**config.mk**
```make
export PLATFORM = sky130hd
export DESIGN_NAME = tlb_fifo_page_translate
export DESIGN_NICKNAME = d
export VERILOG_FILES = /design/src/sv/tfpt_pkg.sv /design/src/sv/tfpt_table.sv /design/src/sv/tfpt_tlb.sv /design/src/sv/tlb_fifo_page_translate.sv
export SDC_FILE = /design/constraint.sdc
export NUM_CORES = 1
export LEC_CHECK = 0
export ABC_AREA = 0
export BUFFER_PORTS_ARGS = -buffer_cell sky130_fd_sc_hd__buf_4
export CORE_MARGIN = 10
export CORE_UTILIZATION = 35
export CTS_BUF_LIST = sky130_fd_sc_hd__clkbuf_4 sky130_fd_sc_hd__clkbuf_8
export CTS_CLUSTER_DIAMETER = 40
export DETAILED_ROUTE_END_ITERATION = 6
export SLEW_MARGIN = 20
export SYNTH_ARGS = -nofsm -noshare
export SYNTH_HDL_FRONTEND = slang
export SYNTH_SLANG_ARGS = --single-unit
```
**constraint.sdc**
```tcl
create_clock -name clock -period 9.4 [get_ports clock]
set_input_delay 0.47 -clock clock [delete_from_list [all_inputs] [get_ports clock]]
set_output_delay 0.47 -clock clock [all_outputs]
set_load 0.02 [all_outputs]
```
**src/sv/tfpt_pkg.sv**
```systemverilog
// Package for the page translate block: widths, command and status codes,
// and the structs passed between the TLB, the page table and the top level.
// No dependencies.
package tfpt_pkg;

   localparam int TLB_ENTRIES = 4;
   localparam int PAGE_COUNT  = 16;
   localparam int TLB_IDX_W   = (TLB_ENTRIES > 1) ? $clog2(TLB_ENTRIES) : 1;

   localparam int ADDR_W    = 16;
   localparam int PAGE_W    = 4;
   localparam int FRAME_W   = 4;
   localparam int OFFSET_W  = 12;
   localparam int PROTECT_W = 8;
   localparam int COUNT_W   = 32;

   typedef enum logic {
      CMD_TRANSLATE = 1'b0,
      CMD_WRITE     = 1'b1
   } cmd_type;

   typedef enum logic [1:0] {
      ST_OK         = 2'd0,
      ST_SEGV       = 2'd1,
      ST_TLB_PROT   = 2'd2,
      ST_TABLE_PROT = 2'd3
   } status_type;

   typedef struct packed {
      logic                 hit;
      logic [FRAME_W-1:0]   frame;
      logic [PROTECT_W-1:0] protect;
   } tlb_lookup_type;

   typedef struct packed {
      logic                 en;
      logic [PAGE_W-1:0]    page;
      logic [FRAME_W-1:0]   frame;
      logic [PROTECT_W-1:0] protect;
   } tlb_fill_type;

   typedef struct packed {
      logic                 valid;
      logic [FRAME_W-1:0]   frame;
      logic [PROTECT_W-1:0] protect;
   } pte_type;

   typedef struct packed {
      logic                 en;
      logic [PAGE_W-1:0]    page;
      pte_type              pte;
   } pte_write_type;

endpackage

```
**src/sv/tfpt_table.sv**
```systemverilog
// Page table: PAGE_COUNT entries in flops, identity mapping at reset.
// One write port, one combinational read port. Depends on tfpt_pkg.
module tfpt_table (
   input  logic                        clock,
   input  logic                        reset,
   input  tfpt_pkg::pte_write_type     wr,
   input  logic [tfpt_pkg::PAGE_W-1:0] rd_page,
   output tfpt_pkg::pte_type           rd_pte
);
   import tfpt_pkg::*;

   logic [FRAME_W-1:0]   frame_ff   [PAGE_COUNT];
   logic                 valid_ff   [PAGE_COUNT];
   logic [PROTECT_W-1:0] protect_ff [PAGE_COUNT];

   always_ff @(posedge clock) begin
      if (reset) begin
         for (int i = 0; i < PAGE_COUNT; i++) begin
            frame_ff[i]   <= FRAME_W'(i);
            valid_ff[i]   <= 1'b1;
            protect_ff[i] <= '1;
         end
      end else if (wr.en) begin
         frame_ff[wr.page]   <= wr.pte.frame;
         valid_ff[wr.page]   <= wr.pte.valid;
         protect_ff[wr.page] <= wr.pte.protect;
      end
   end

   always_comb begin
      rd_pte.valid   = valid_ff[rd_page];
      rd_pte.frame   = frame_ff[rd_page];
      rd_pte.protect = protect_ff[rd_page];
   end

endmodule

```
**src/sv/tfpt_tlb.sv**
```systemverilog
// Fully associative TLB: parallel compare over all slots, lowest valid match
// wins; fills go to the slot named by a round-robin pointer. Depends on tfpt_pkg.
module tfpt_tlb (
   input  logic                        clock,
   input  logic                        reset,
   input  logic [tfpt_pkg::PAGE_W-1:0] lookup_page,
   output tfpt_pkg::tlb_lookup_type    lookup,
   input  tfpt_pkg::tlb_fill_type      fill
);
   import tfpt_pkg::*;

   logic [PAGE_W-1:0]    page_ff    [TLB_ENTRIES];
   logic [FRAME_W-1:0]   frame_ff   [TLB_ENTRIES];
   logic [PROTECT_W-1:0] protect_ff [TLB_ENTRIES];
   logic [TLB_ENTRIES-1:0] valid_ff;
   logic [TLB_IDX_W-1:0] ptr_ff;
   logic [TLB_IDX_W-1:0] ptr_in;

   always_comb begin
      lookup = '0;
      for (int i = TLB_ENTRIES - 1; i >= 0; i--) begin
         if (valid_ff[i] && page_ff[i] == lookup_page) begin
            lookup.hit     = 1'b1;
            lookup.frame   = frame_ff[i];
            lookup.protect = protect_ff[i];
         end
      end
   end

   always_comb begin
      if (ptr_ff == TLB_IDX_W'(TLB_ENTRIES - 1)) begin
         ptr_in = '0;
      end else begin
         ptr_in = ptr_ff + 1'b1;
      end
   end

   always_ff @(posedge clock) begin
      if (reset) begin
         valid_ff <= '0;
         ptr_ff   <= '0;
      end else if (fill.en) begin
         valid_ff[ptr_ff] <= 1'b1;
         ptr_ff           <= ptr_in;
      end
   end

   always_ff @(posedge clock) begin
      if (fill.en) begin
         page_ff[ptr_ff]    <= fill.page;
         frame_ff[ptr_ff]   <= fill.frame;
         protect_ff[ptr_ff] <= fill.protect;
      end
   end

endmodule

```
**src/sv/tlb_fifo_page_translate.sv**
```systemverilog
// Top level of the page translate block: input register, translate logic,
// result register, hit and miss counters. Depends on tfpt_pkg, tfpt_tlb,
// tfpt_table.
//
// Usage:
//   The req_ channel carries one command item: translate (req_cmd = 0) a
//   16-bit logical address, or write (req_cmd = 1) one page table entry.
//   The rsp_ channel returns exactly one item per command: physical address,
//   TLB hit flag, status code and the running hit and miss totals.
//   An accepted item passes through the input register and then the result
//   register, which drives rsp_valid; one item is accepted every cycle while
//   req_stall is low, with the TLB compare and fill between the two registers.
//   An item sees all table and TLB updates made by the items before it.
//   Reset clears the TLB, the FIFO pointer and both counters, and loads the
//   page table with the identity mapping, valid, full access.
//   While rsp_stall holds a waiting result, it stays unchanged; one more
//   item is taken into the input register and then req_stall rises.
module tlb_fifo_page_translate (
   input  logic                           clock,
   input  logic                           reset,
   input  logic                           req_valid,
   output logic                           req_stall,
   input  logic                           req_cmd,
   input  logic [tfpt_pkg::ADDR_W-1:0]    req_logical_addr,
   input  logic [tfpt_pkg::PAGE_W-1:0]    req_entry_page,
   input  logic [tfpt_pkg::FRAME_W-1:0]   req_entry_frame,
   input  logic                           req_entry_valid,
   input  logic [tfpt_pkg::PROTECT_W-1:0] req_entry_protect,
   output logic                           rsp_valid,
   input  logic                           rsp_stall,
   output logic [tfpt_pkg::ADDR_W-1:0]    rsp_phys_addr,
   output logic                           rsp_hit,
   output logic [1:0]                     rsp_status,
   output logic [tfpt_pkg::COUNT_W-1:0]   rsp_hits_total,
   output logic [tfpt_pkg::COUNT_W-1:0]   rsp_misses_total
);
   import tfpt_pkg::*;

   logic                 s1_valid_ff;
   cmd_type              s1_cmd_ff;
   logic [ADDR_W-1:0]    s1_addr_ff;
   logic [PAGE_W-1:0]    s1_page_ff;
   logic [FRAME_W-1:0]   s1_frame_ff;
   logic                 s1_entry_valid_ff;
   logic [PROTECT_W-1:0] s1_protect_ff;

   logic                 out_valid_ff;
   logic [ADDR_W-1:0]    out_phys_ff;
   logic                 out_hit_ff;
   status_type           out_status_ff;
   logic [COUNT_W-1:0]   hit_count_ff;
   logic [COUNT_W-1:0]   miss_count_ff;

   logic                 advance;
   logic                 commit;
   logic [PAGE_W-1:0]    vpage;
   logic [OFFSET_W-1:0]  offset;
   tlb_lookup_type       lookup;
   tlb_fill_type         fill;
   pte_type              pte;
   pte_write_type        pte_wr;
   logic [ADDR_W-1:0]    phys_in;
   logic                 hit_in;
   status_type           status_in;
   logic [COUNT_W-1:0]   hit_count_in;
   logic [COUNT_W-1:0]   miss_count_in;

   assign advance   = !out_valid_ff || !rsp_stall;
   assign commit    = advance && s1_valid_ff;
   assign req_stall = s1_valid_ff && !advance;

   assign vpage  = s1_addr_ff[ADDR_W-1:OFFSET_W];
   assign offset = s1_addr_ff[OFFSET_W-1:0];

   tfpt_tlb u_tlb (
      .clock       (clock),
      .reset       (reset),
      .lookup_page (vpage),
      .lookup      (lookup),
      .fill        (fill)
   );

   tfpt_table u_table (
      .clock   (clock),
      .reset   (reset),
      .wr      (pte_wr),
      .rd_page (vpage),
      .rd_pte  (pte)
   );

   always_comb begin
      pte_wr.en          = commit && s1_cmd_ff == CMD_WRITE;
      pte_wr.page        = s1_page_ff;
      pte_wr.pte.valid   = s1_entry_valid_ff;
      pte_wr.pte.frame   = s1_frame_ff;
      pte_wr.pte.protect = s1_protect_ff;
   end

   always_comb begin
      phys_in       = '0;
      hit_in        = 1'b0;
      status_in     = ST_OK;
      hit_count_in  = hit_count_ff;
      miss_count_in = miss_count_ff;
      fill.en       = 1'b0;
      fill.page     = vpage;
      fill.frame    = pte.frame;
      fill.protect  = pte.protect;
      if (s1_cmd_ff == CMD_TRANSLATE) begin
         if (lookup.hit) begin
            hit_in       = 1'b1;
            hit_count_in = hit_count_ff + 1'b1;
            if (lookup.protect == '0) begin
               status_in = ST_TLB_PROT;
            end else begin
               phys_in = {lookup.frame, offset};
            end
         end else begin
            miss_count_in = miss_count_ff + 1'b1;
            if (!pte.valid) begin
               status_in = ST_SEGV;
            end else if (pte.protect == '0) begin
               status_in = ST_TABLE_PROT;
            end else begin
               fill.en = commit;
               phys_in = {pte.frame, offset};
            end
         end
      end
   end

   always_ff @(posedge clock) begin
      if (reset) begin
         s1_valid_ff <= 1'b0;
      end else if (!req_stall) begin
         s1_valid_ff <= req_valid;
      end
   end

   always_ff @(posedge clock) begin
      if (!req_stall && req_valid) begin
         s1_cmd_ff         <= cmd_type'(req_cmd);
         s1_addr_ff        <= req_logical_addr;
         s1_page_ff        <= req_entry_page;
         s1_frame_ff       <= req_entry_frame;
         s1_entry_valid_ff <= req_entry_valid;
         s1_protect_ff     <= req_entry_protect;
      end
   end

   always_ff @(posedge clock) begin
      if (reset) begin
         out_valid_ff  <= 1'b0;
         hit_count_ff  <= '0;
         miss_count_ff <= '0;
      end else if (advance) begin
         out_valid_ff <= s1_valid_ff;
         if (s1_valid_ff) begin
            hit_count_ff  <= hit_count_in;
            miss_count_ff <= miss_count_in;
         end
      end
   end

   always_ff @(posedge clock) begin
      if (commit) begin
         out_phys_ff   <= phys_in;
         out_hit_ff    <= hit_in;
         out_status_ff <= status_in;
      end
   end

   assign rsp_valid        = out_valid_ff;
   assign rsp_phys_addr    = out_phys_ff;
   assign rsp_hit          = out_hit_ff;
   assign rsp_status       = out_status_ff;
   assign rsp_hits_total   = hit_count_ff;
   assign rsp_misses_total = miss_count_ff;

endmodule
```
==> results of run 1 <==
## final timing paths
check,end,slack (ns)
worst max-delay path,rsp_phys_addr[0]$_SDFFCE_PP0P_,5.07
worst min-delay path,s1_addr_ff[14]$_DFFE_PP_,0.06
worst max register to register,rsp_phys_addr[0]$_SDFFCE_PP0P_,5.07
worst min register to register,u_tlb.valid_ff[2]$_SDFFE_PP0N_,0.46
## Yosys cell counts, types with 3 or more instances
library cell,n
dfxtp_1,92
nor2b_1,3
xnor2_1,28
nor3_1,24
a22oi_1,4
a21oi_1,50
xor2_1,19
ha_1,6
and4_1,6
nand2b_1,14
clkbuf_1,80
inv_1,26
or3_1,127
nand2_1,99
and3_1,14
buf_1,3
o21a_1,6
and2_1,7
o2bb2ai_1,4
mux4_2,59
mux2i_1,4
or4_1,10
nand4_1,18
nor4_1,17
nor3b_2,10
nor2_1,99
edfxtp_1,309
o21ai_1,45
a311oi_1,4
nand3_1,34
or2_1,27
o31ai_1,9
buf_2,5
## through the flow
stage          cells  hold slack (ns)  worst slack, ns  power, mW
2_1_floorplan   1284           0.4406            6.082      2.131
3_3_place_gp    1949           0.4555            5.066      2.215
3_5_place_dp    1950           0.4553            5.002      2.220
4_1_cts         2111       0.00003969            4.992      3.983
5_1_grt         2111          0.01478            4.801      4.079
6_report        2111          0.05904            5.073      3.942
## area by class of cell
class                      count  area share
clock buffer                 107     0.06429
multi-input combinational    763      0.2673
inverter                      29    0.005342
clock inverter                23     0.01154
timing repair buffer         173     0.06773
sequential                   401      0.5460
tap                          615     0.03776
## per-layer routing
| layer | track usage | share of wire |
|---|---|---|
| met1 | 0.1957 | 0.42 |
| met2 | 0.2511 | 0.48 |
| met3 | 0.03641 | 0.064 |
| met4 | 0.06921 | 0.036 |
| met5 | 0 | 0 |
## registers in the layout, summed over array words and instances, names as in the netlist, 32 cells and up, named ones only
register            count
u_table.protect_ff    128
u_table.frame_ff       64
rsp_hits_total         32
rsp_misses_total       32
u_tlb.protect_ff       32
## timing repair
| item | in CTS | in global routing |
|---|---|---|
| setup endpoints to repair | 0 | 0 |
| hold endpoints to repair | 31 | 0 |
| hold buffers | 31 | 0 |
## kinds of logic after synthesis
logic type,Yosys count,synth area share
xor gates and xnor gates,47,0.02421
muxes,63,0.08049
AOI/OAI and AO/OA,131,0.04569
adders and majority gates,6,0.004414
buffers and inverters,120,0.02840
DFF,401,0.6539
and+or+nand+nor,516,0.1629
## critical path, cell delays in order (launching register included)
cell and delay (ns):
dfxtp_4 0.67, buf_4 0.59, mux4_2 0.59, mux4_2 0.54
or4_4 0.57, or4_4 0.46, a31oi_4 0.50, nor3b_1 0.10
## power groups by stage
stage | combinational [mW] | clock (mW) | sequential, mW
4_1_cts | 0.199 | 1.79 | 2.00
6_report | 0.197 | 1.75 | 1.99
2_1_floorplan | 0.130 | 0 | 2.00
3_5_place_dp | 0.188 | 0 | 2.03
5_1_grt | 0.211 | 1.87 | 2.00
3_3_place_gp | 0.184 | 0 | 2.03
==> flow_summary.json, run 1 <==
{
  "synth_top_area_share": 0.5456,
  "slew_violations": 0,
  "hold_viol": 0,
  "track_usage": 0.1556,
  "syn_area_mm2": 0.01701,
  "setup_violations": 0,
  "tns_ns": 0,
  "wire_per_inst_um": 21.37,
  "worstSetupPathType": "reg2reg",
  "cts_tree": "done",
  "cp-start-kind": "flip-flop",
  "post_cts_buffers": 0,
  "cts_resized": 0,
  "reg2reg_depth": 7,
  "synth.area.top_cells": "edfxtp_1 (55%), dfxtp_1 (11%), mux4_2 (7.8%), or3_1 (4.7%), nand2_1 (2.2%)",
  "synth_warnings": 0,
  "area_growth_pct": 19.82,
  "multiInputGateArea_mm2": 0.005448,
  "die_width_um": 240.4,
  "min_path_cells": 1,
  "portBuffers": 122,
  "p_int_mw": 3.059,
  "initial_core_util": 0.3554,
  "switching_share": 0.2240,
  "die_y_um": 240.4,
  "ir_drop_v": 0.0001219,
  "routed_wl_mm": 45.12,
  "power_switching_mw": 0.8832,
  "p_comb_frac": 0.050,
  "cap_violations": 0,
  "final_util": 0.4259,
  "placedInstanceArea_mm2": 0.01851,
  "power_leakage_nw": 6.363,
  "hp-class": "in2reg",
  "grt_setup_unrepaired": "false",
  "synth.distinct_cells": 47,
  "ys_seq_area_frac": 0.6539,
  "yosysTopAreaCell": "edfxtp_1",
  "critPathCaptureType": "flip-flop",
  "vias": 11189,
  "synth_fp_nets": 1328,
  "synthArstFlopShare": 0,
  "drt_drc_violations_left": 0,
  "rows": 80,
  "seqPwrFrac": 0.506,
  "clkLatencyLatePin_ns": 0.62,
  "hp-start": "req_logical_addr[14]",
  "layout_common_cells": "edfxtp_1 (309), buf_4 (141), or3_1 (127)",
  "h-tree-depth": 3,
  "cts_made_buffers": 72,
  "ioPinCount": 123,
  "status": "completed",
  "power.density_mw_per_mm2": 193.5,
  "grt_max_degree": 68,
  "cp.required_ns": 9.74,
  "final_common_cell": "edfxtp_1",
  "fin_worst_skew_ns": 0.02465,
  "clkSlewWorstSetupHoldPaths_ns": 0.06,
  "grt_pass1_wl_mm": 69.02,
  "drt_iter0_markers": 926,
  "drive_above_1_share": 0.2320,
  "worst_pin_slew_ns": 1.086,
  "grt_pass1_vias": 11401,
  "relSlewSlack": 0.2699,
  "nFillCells": 4386,
  "finalInstanceArea_mm2": 0.02038,
  "clock_power_share": 0.444,
  "place_congestion": 0.8445,
  "cts_sinks": 401,
  "fin_crit_sh": 0.4603,
  "synth-seq-cells": 401,
  "diodes": 0,
  "dr.pass1.iters": 5,
  "dp_hpwl_mm": 29.69,
  "fmax_mhz": 231.1,
  "gr-total-overflow": 0,
  "layout.area.seq_mm2": 0.01113,
  "clockRootBuffer": "clkbuf_8",
  "finalCriticalPeriod_ns": 4.327,
  "viasPerCell": 5.300,
  "crit_fanout": 30,
  "worstPathArrival_ns": 4.67,
  "fin_nets": 1484,
  "synth_edf_count": 309,
  "synth_area_per_cell_um2": 13.24,
  "antenna_found_initial": 1,
  "synth_ff_type": "edfxtp_1",
  "synth_cells": 1284,
  "die_area_mm2": 0.05781,
  "cts_buffer_depth": 3,
  "ant_nets": 0,
  "core_area_mm2": 0.04785
}
Note: power is estimated with default switching activity, not from simulation.
==> run 2, diff against run 1 <==
Clock period 9.4 ns to 3.7 ns, I/O delays scaled along.
==> flow_summary.json, run 2 (synthesis results as in run 1) <==
{
  "cts_tree": "done",
  "slew_violations": 0,
  "worstSetupPathType": "reg2reg",
  "regMostFlops": "u_table.protect_ff",
  "die_y_um": 240.4,
  "fin_crit_sh": 0.9289,
  "portBuffers": 122,
  "wl_met2_mm": 20.33,
  "die_area_mm2": 0.05781,
  "h-tree-depth": 3,
  "reg_top3": "u_table.protect_ff x128, u_table.frame_ff x64",
  "power.density_mw_per_mm2": 473.5,
  "ant_nets": 0,
  "routed_wl_mm": 41.77,
  "layout_common_cells": "edfxtp_1 (309), buf_4 (166), or3_1 (127)",
  "dr.pass1.iters": 5,
  "fin_worst_skew_ns": 0.02021,
  "cts_made_buffers": 70,
  "place_congestion": 0.7940,
  "grt_pass1_wl_mm": 64.89,
  "switching_share": 0.2276,
  "grt_pass1_vias": 11284,
  "area_growth_pct": 20.98,
  "core_area_mm2": 0.04785,
  "grt_max_degree": 85,
  "finalNonFillerCells": 2143,
  "grt_setup_unrepaired": "false",
  "final_common_cell": "edfxtp_1",
  "clock_power_share": 0.428,
  "hold_viol": 0,
  "p_comb_frac": 0.056,
  "wl_met3_mm": 2.344,
  "cts_sinks": 401,
  "cp-start-kind": "flip-flop",
  "clkSlewWorstSetupHoldPaths_ns": 0.06,
  "tns_ns": 0,
  "drt_drc_violations_left": 0,
  "setup_violations": 0,
  "status": "completed",
  "final_util": 0.4300,
  "ioPinCount": 123,
  "ir_drop_v": 0.0002181,
  "placedInstanceArea_mm2": 0.01865,
  "nFillCells": 4415,
  "power_leakage_nw": 6.481,
  "cts_buffer_depth": 3,
  "relSlewSlack": 0.3763,
  "initial_core_util": 0.3554,
  "worst_pin_slew_ns": 0.9355,
  "critPathCaptureType": "flip-flop",
  "crit_fanout": 17,
  "drt_iter0_markers": 693,
  "rows": 80,
  "holdWs_ns": 0.1543,
  "hp-class": "in2reg",
  "viasPerCell": 5.146,
  "hp-start": "reset",
  "cap_violations": 0,
  "largest_reg_flops": 128,
  "place_inst": 1969,
  "wire_per_inst_um": 19.49,
  "p_int_mw": 7.525,
  "final.setup.worst_slack_ns": 0.2629,
  "power_mw": 9.742,
  "seqPwrFrac": 0.517,
  "place_ws_ns": 0.04291,
  "die_width_um": 240.4,
  "clkLatencyLatePin_ns": 0.61,
  "fmax_mhz": 290.9,
  "dp_hpwl_mm": 27.85,
  "clockRootBuffer": "clkbuf_8",
  "layout.area.seq_mm2": 0.01113,
  "fin_nets": 1515,
  "antenna_found_initial": 1,
  "drive_above_1_share": 0.2471,
  "worstPathArrival_ns": 3.93,
  "finalCriticalPeriod_ns": 3.437,
  "top_layer": "met4",
  "power_switching_mw": 2.218,
  "cp.required_ns": 4.20,
  "track_usage": 0.1432,
  "vias": 11027,
  "finalInstanceArea_mm2": 0.02057,
  "multiInputGateArea_mm2": 0.005444,
  "gr-total-overflow": 0,
  "wl_met1_mm": 18.18
}
-- run 2: cell types whose count changed in the layout (fill, tap and decap cells not counted), moves of 3 or more --
cell | previous run | this run
clkinv_2 | 4 | 7
clkinv_1 | 12 | 7
o21ai_2 | 4 | 0
bufinv_16 | 5 | 1
o21ai_1 | 41 | 45
and3_1 | 14 | 11
buf_4 | 141 | 166
and3_2 | 0 | 3
dlygate4sd3_1 | 31 | 36
-- run 2: final cells by class --
| cell class | count | share of cell area |
|---|---|---|
| antenna | 2 | 0.0002433 |
| sequential | 401 | 0.5407 |
| inverter | 29 | 0.005291 |
| clock inverter | 21 | 0.006993 |
| multi-input combinational | 763 | 0.2646 |
| tap | 615 | 0.03740 |
| clock buffer | 106 | 0.06361 |
| timing repair buffer | 206 | 0.08112 |
-- run 2: worst paths after layout --
| check | slack, ns | end | cells after the start |
|---|---|---|---|
| worst max-delay path | 0.26 | u_tlb.valid_ff[1]$_SDFFE_PP0N_ | 9 |
| worst min-delay path | 0.15 | u_tlb.valid_ff[0]$_SDFFE_PP0N_ | 4 |
| worst max register to register | 0.26 | u_tlb.valid_ff[1]$_SDFFE_PP0N_ | 9 |
| worst min register to register | 0.47 | u_tlb.valid_ff[2]$_SDFFE_PP0N_ | 1 |
-- run 2: critical path, cell delays in order (launching register included) --
cell,delay (ns)
dfxtp_4,0.42
buf_12,0.14
mux4_2,0.50
mux4_2,0.56
or4_4,0.60
o41a_1,0.37
buf_4,0.16
and3_1,0.17
buf_4,0.21
o21a_1,0.19
-- run 2: power by group through the flow --
stage / sequential (mW) / combinational, mW / clock [mW]
floorplan: 5.08 / 0.330 / 0
CTS: 5.04 / 0.528 / 4.28
global placement: 5.13 / 0.486 / 0
finish: 5.03 / 0.541 / 4.17
global route: 5.04 / 0.587 / 4.49
detailed placement: 5.13 / 0.496 / 0
-- run 2: timing repair --
action | in CTS | in global routing
endpoints found under the setup margin | 0 | 84
hold buffers | 36 | 0
hold endpoints to repair | 40 | 0
buffers inserted | 0 | 9
resized for setup | 0 | 6
-- run 2: layer usage --
metal / up-vias / GRT usage
li1: 5186 / -
met1: 5470 / 0.1839
met2: 296 / 0.2343
met3: 75 / 0.03275
met4: 0 / 0.04793
met5: - / 0
==> run 3, diff against run 2 <==
Settings changed: BUFFER_PORTS_ARGS -buffer_cell sky130_fd_sc_hd__buf_4 to -buffer_cell sky130_fd_sc_hd__buf_2.
Clock period 3.7 ns to 4.45 ns, I/O delays scaled along.
==> flow_summary.json, run 3 (synthesis results as in run 1) <==
{
  "status": "completed",
  "initial_core_util": 0.3554,
  "area_growth_pct": 17.58,
  "reg_top3": "u_table.protect_ff x128, u_table.frame_ff x64",
  "drt_drc_violations_left": 0,
  "cp-start-kind": "flip-flop",
  "die_width_um": 240.4,
  "tns_ns": 0,
  "place_ws_ns": 0.6944,
  "grt_pass1_vias": 11233,
  "relSlewSlack": 0.3447,
  "clockRootBuffer": "clkbuf_8",
  "track_usage": 0.1415,
  "crit_fanout": 22,
  "final_common_cell": "edfxtp_1",
  "dr.pass1.iters": 4,
  "vias": 10932,
  "drive_above_1_share": 0.2305,
  "antenna_found_initial": 0,
  "routed_wl_mm": 40.82,
  "worstPathArrival_ns": 4.03,
  "rows": 80,
  "finalInstanceArea_mm2": 0.02000,
  "ioPinCount": 123,
  "cpPeakStageDelay_ns": 0.61,
  "largest_reg_flops": 128,
  "nFillCells": 4451,
  "critPathCaptureType": "flip-flop",
  "cap_violations": 0,
  "h-tree-depth": 3,
  "power_mw": 7.963,
  "fin_worst_skew_ns": 0.02016,
  "die_area_mm2": 0.05781,
  "final.setup.worst_slack_ns": 0.7543,
  "placedInstanceArea_mm2": 0.01824,
  "die_y_um": 240.4,
  "reg2reg_depth": 6,
  "wire_per_inst_um": 19.29,
  "diodes": 0,
  "ant_nets": 0,
  "clkLatencyLatePin_ns": 0.61,
  "power_leakage_nw": 6.298,
  "place_congestion": 0.8077,
  "grt_pass1_wl_mm": 64.45,
  "worstSetupPathType": "reg2reg",
  "finalNonFillerCells": 2116,
  "cp.required_ns": 4.78,
  "hp-start": "reset",
  "r2r_end": "rsp_phys_addr[1]$_SDFFCE_PP0P_",
  "hp-class": "in2reg",
  "portBuffers": 122,
  "ir_drop_v": 0.0001654,
  "viasPerCell": 5.166,
  "power.density_mw_per_mm2": 398.2,
  "gr-total-overflow": 0,
  "grt_setup_unrepaired": "false",
  "cts_tree": "done",
  "cts_buffer_depth": 3,
  "grt_max_degree": 85,
  "worstPathCellList": "mux4_2 > mux4_2 > or4_4 > or4_4 > a31oi_4 > nor3b_1",
  "fin_nets": 1494,
  "holdWs_ns": 0.1802,
  "endpoint": "rsp_phys_addr[1]$_SDFFCE_PP0P_",
  "critPathSlowestCell": "dfxtp_4",
  "finalCriticalPeriod_ns": 3.696,
  "fin_crit_sh": 0.8305,
  "hold_viol": 0,
  "place_inst": 1957,
  "cts_made_buffers": 70,
  "min_path_cells": 4,
  "regMostFlops": "u_table.protect_ff",
  "fmax_mhz": 270.6,
  "worst_pin_slew_ns": 0.9749,
  "r2r_slack_ns": 0.75,
  "layout_common_cells": "edfxtp_1 (309), or3_1 (127), buf_2 (122)",
  "cts_sinks": 401,
  "drt_iter0_markers": 745,
  "setup_violations": 0,
  "dp_hpwl_mm": 27.54,
  "core_area_mm2": 0.04785,
  "clkSlewWorstSetupHoldPaths_ns": 0.06,
  "final_util": 0.4179,
  "slew_violations": 0
}
[run 3: cell types whose count changed in the layout (fill, tap and decap cells not counted), moves of 3 or more]
cell      change
buf_2       +122
buf_4       -139
and3_1        +3
clkinv_1      +3
clkbuf_8      -5
and3_2        -3
[run 3: area by class of cell]
class	instances	area [um^2]	share of cell area
tap	615	769.5	0.03848
sequential	401	11130	0.5564
timing repair buffer	185	1174	0.05869
inverter	29	108.9	0.005444
multi-input combinational	763	5435	0.2718
clock inverter	21	136.4	0.006820
clock buffer	102	1247	0.06238
[run 3: what timing repair did]
action | CTS | global route
hold buffers | 36 | 0
endpoints found under the hold margin | 40 | 0
resized for setup | 0 | 0
buffers inserted | 0 | 0
[run 3: report_power, final]
part / internal [mW] / switching [mW] / leakage, nW
Sequential: 4.12 / 0.0720 / 3.37
Clock: 1.86 / 1.50 / 0.735
Combinational: 0.161 / 0.245 / 2.19
[run 3: how the worst min path moves through the flow]
| stage | to | slack, ns |
|---|---|---|
| 2_1_floorplan | s1_addr_ff[0]$_DFFE_PP_ | 0.32 |
| 3_3_place_gp | s1_addr_ff[0]$_DFFE_PP_ | 0.40 |
| 3_5_place_dp | s1_addr_ff[0]$_DFFE_PP_ | 0.40 |
| 4_1_cts | s1_valid_ff$_SDFFE_PP0N_ | 0.13 |
| 5_1_grt | s1_valid_ff$_SDFFE_PP0N_ | 0.16 |
| 6_report | u_tlb.valid_ff[2]$_SDFFE_PP0N_ | 0.18 |
[run 3: per-layer routing]
metal,vias to the layer above,routed length (um),GRT usage
met5,-,0,0
met4,0,793,0.04256
met3,63,2691,0.03343
met2,335,19750,0.2314
met1,5401,17590,0.1829
li1,5133,-,-
[run 3: worst max-delay path: cells and delay by family, from the launching register on]
kind	cells	cell delay [ns]
multiplexers	2	1.12
AND/OR/NAND/NOR	3	1.15
flip-flops	1	0.61
AO/OA/AOI/OAI	1	0.53
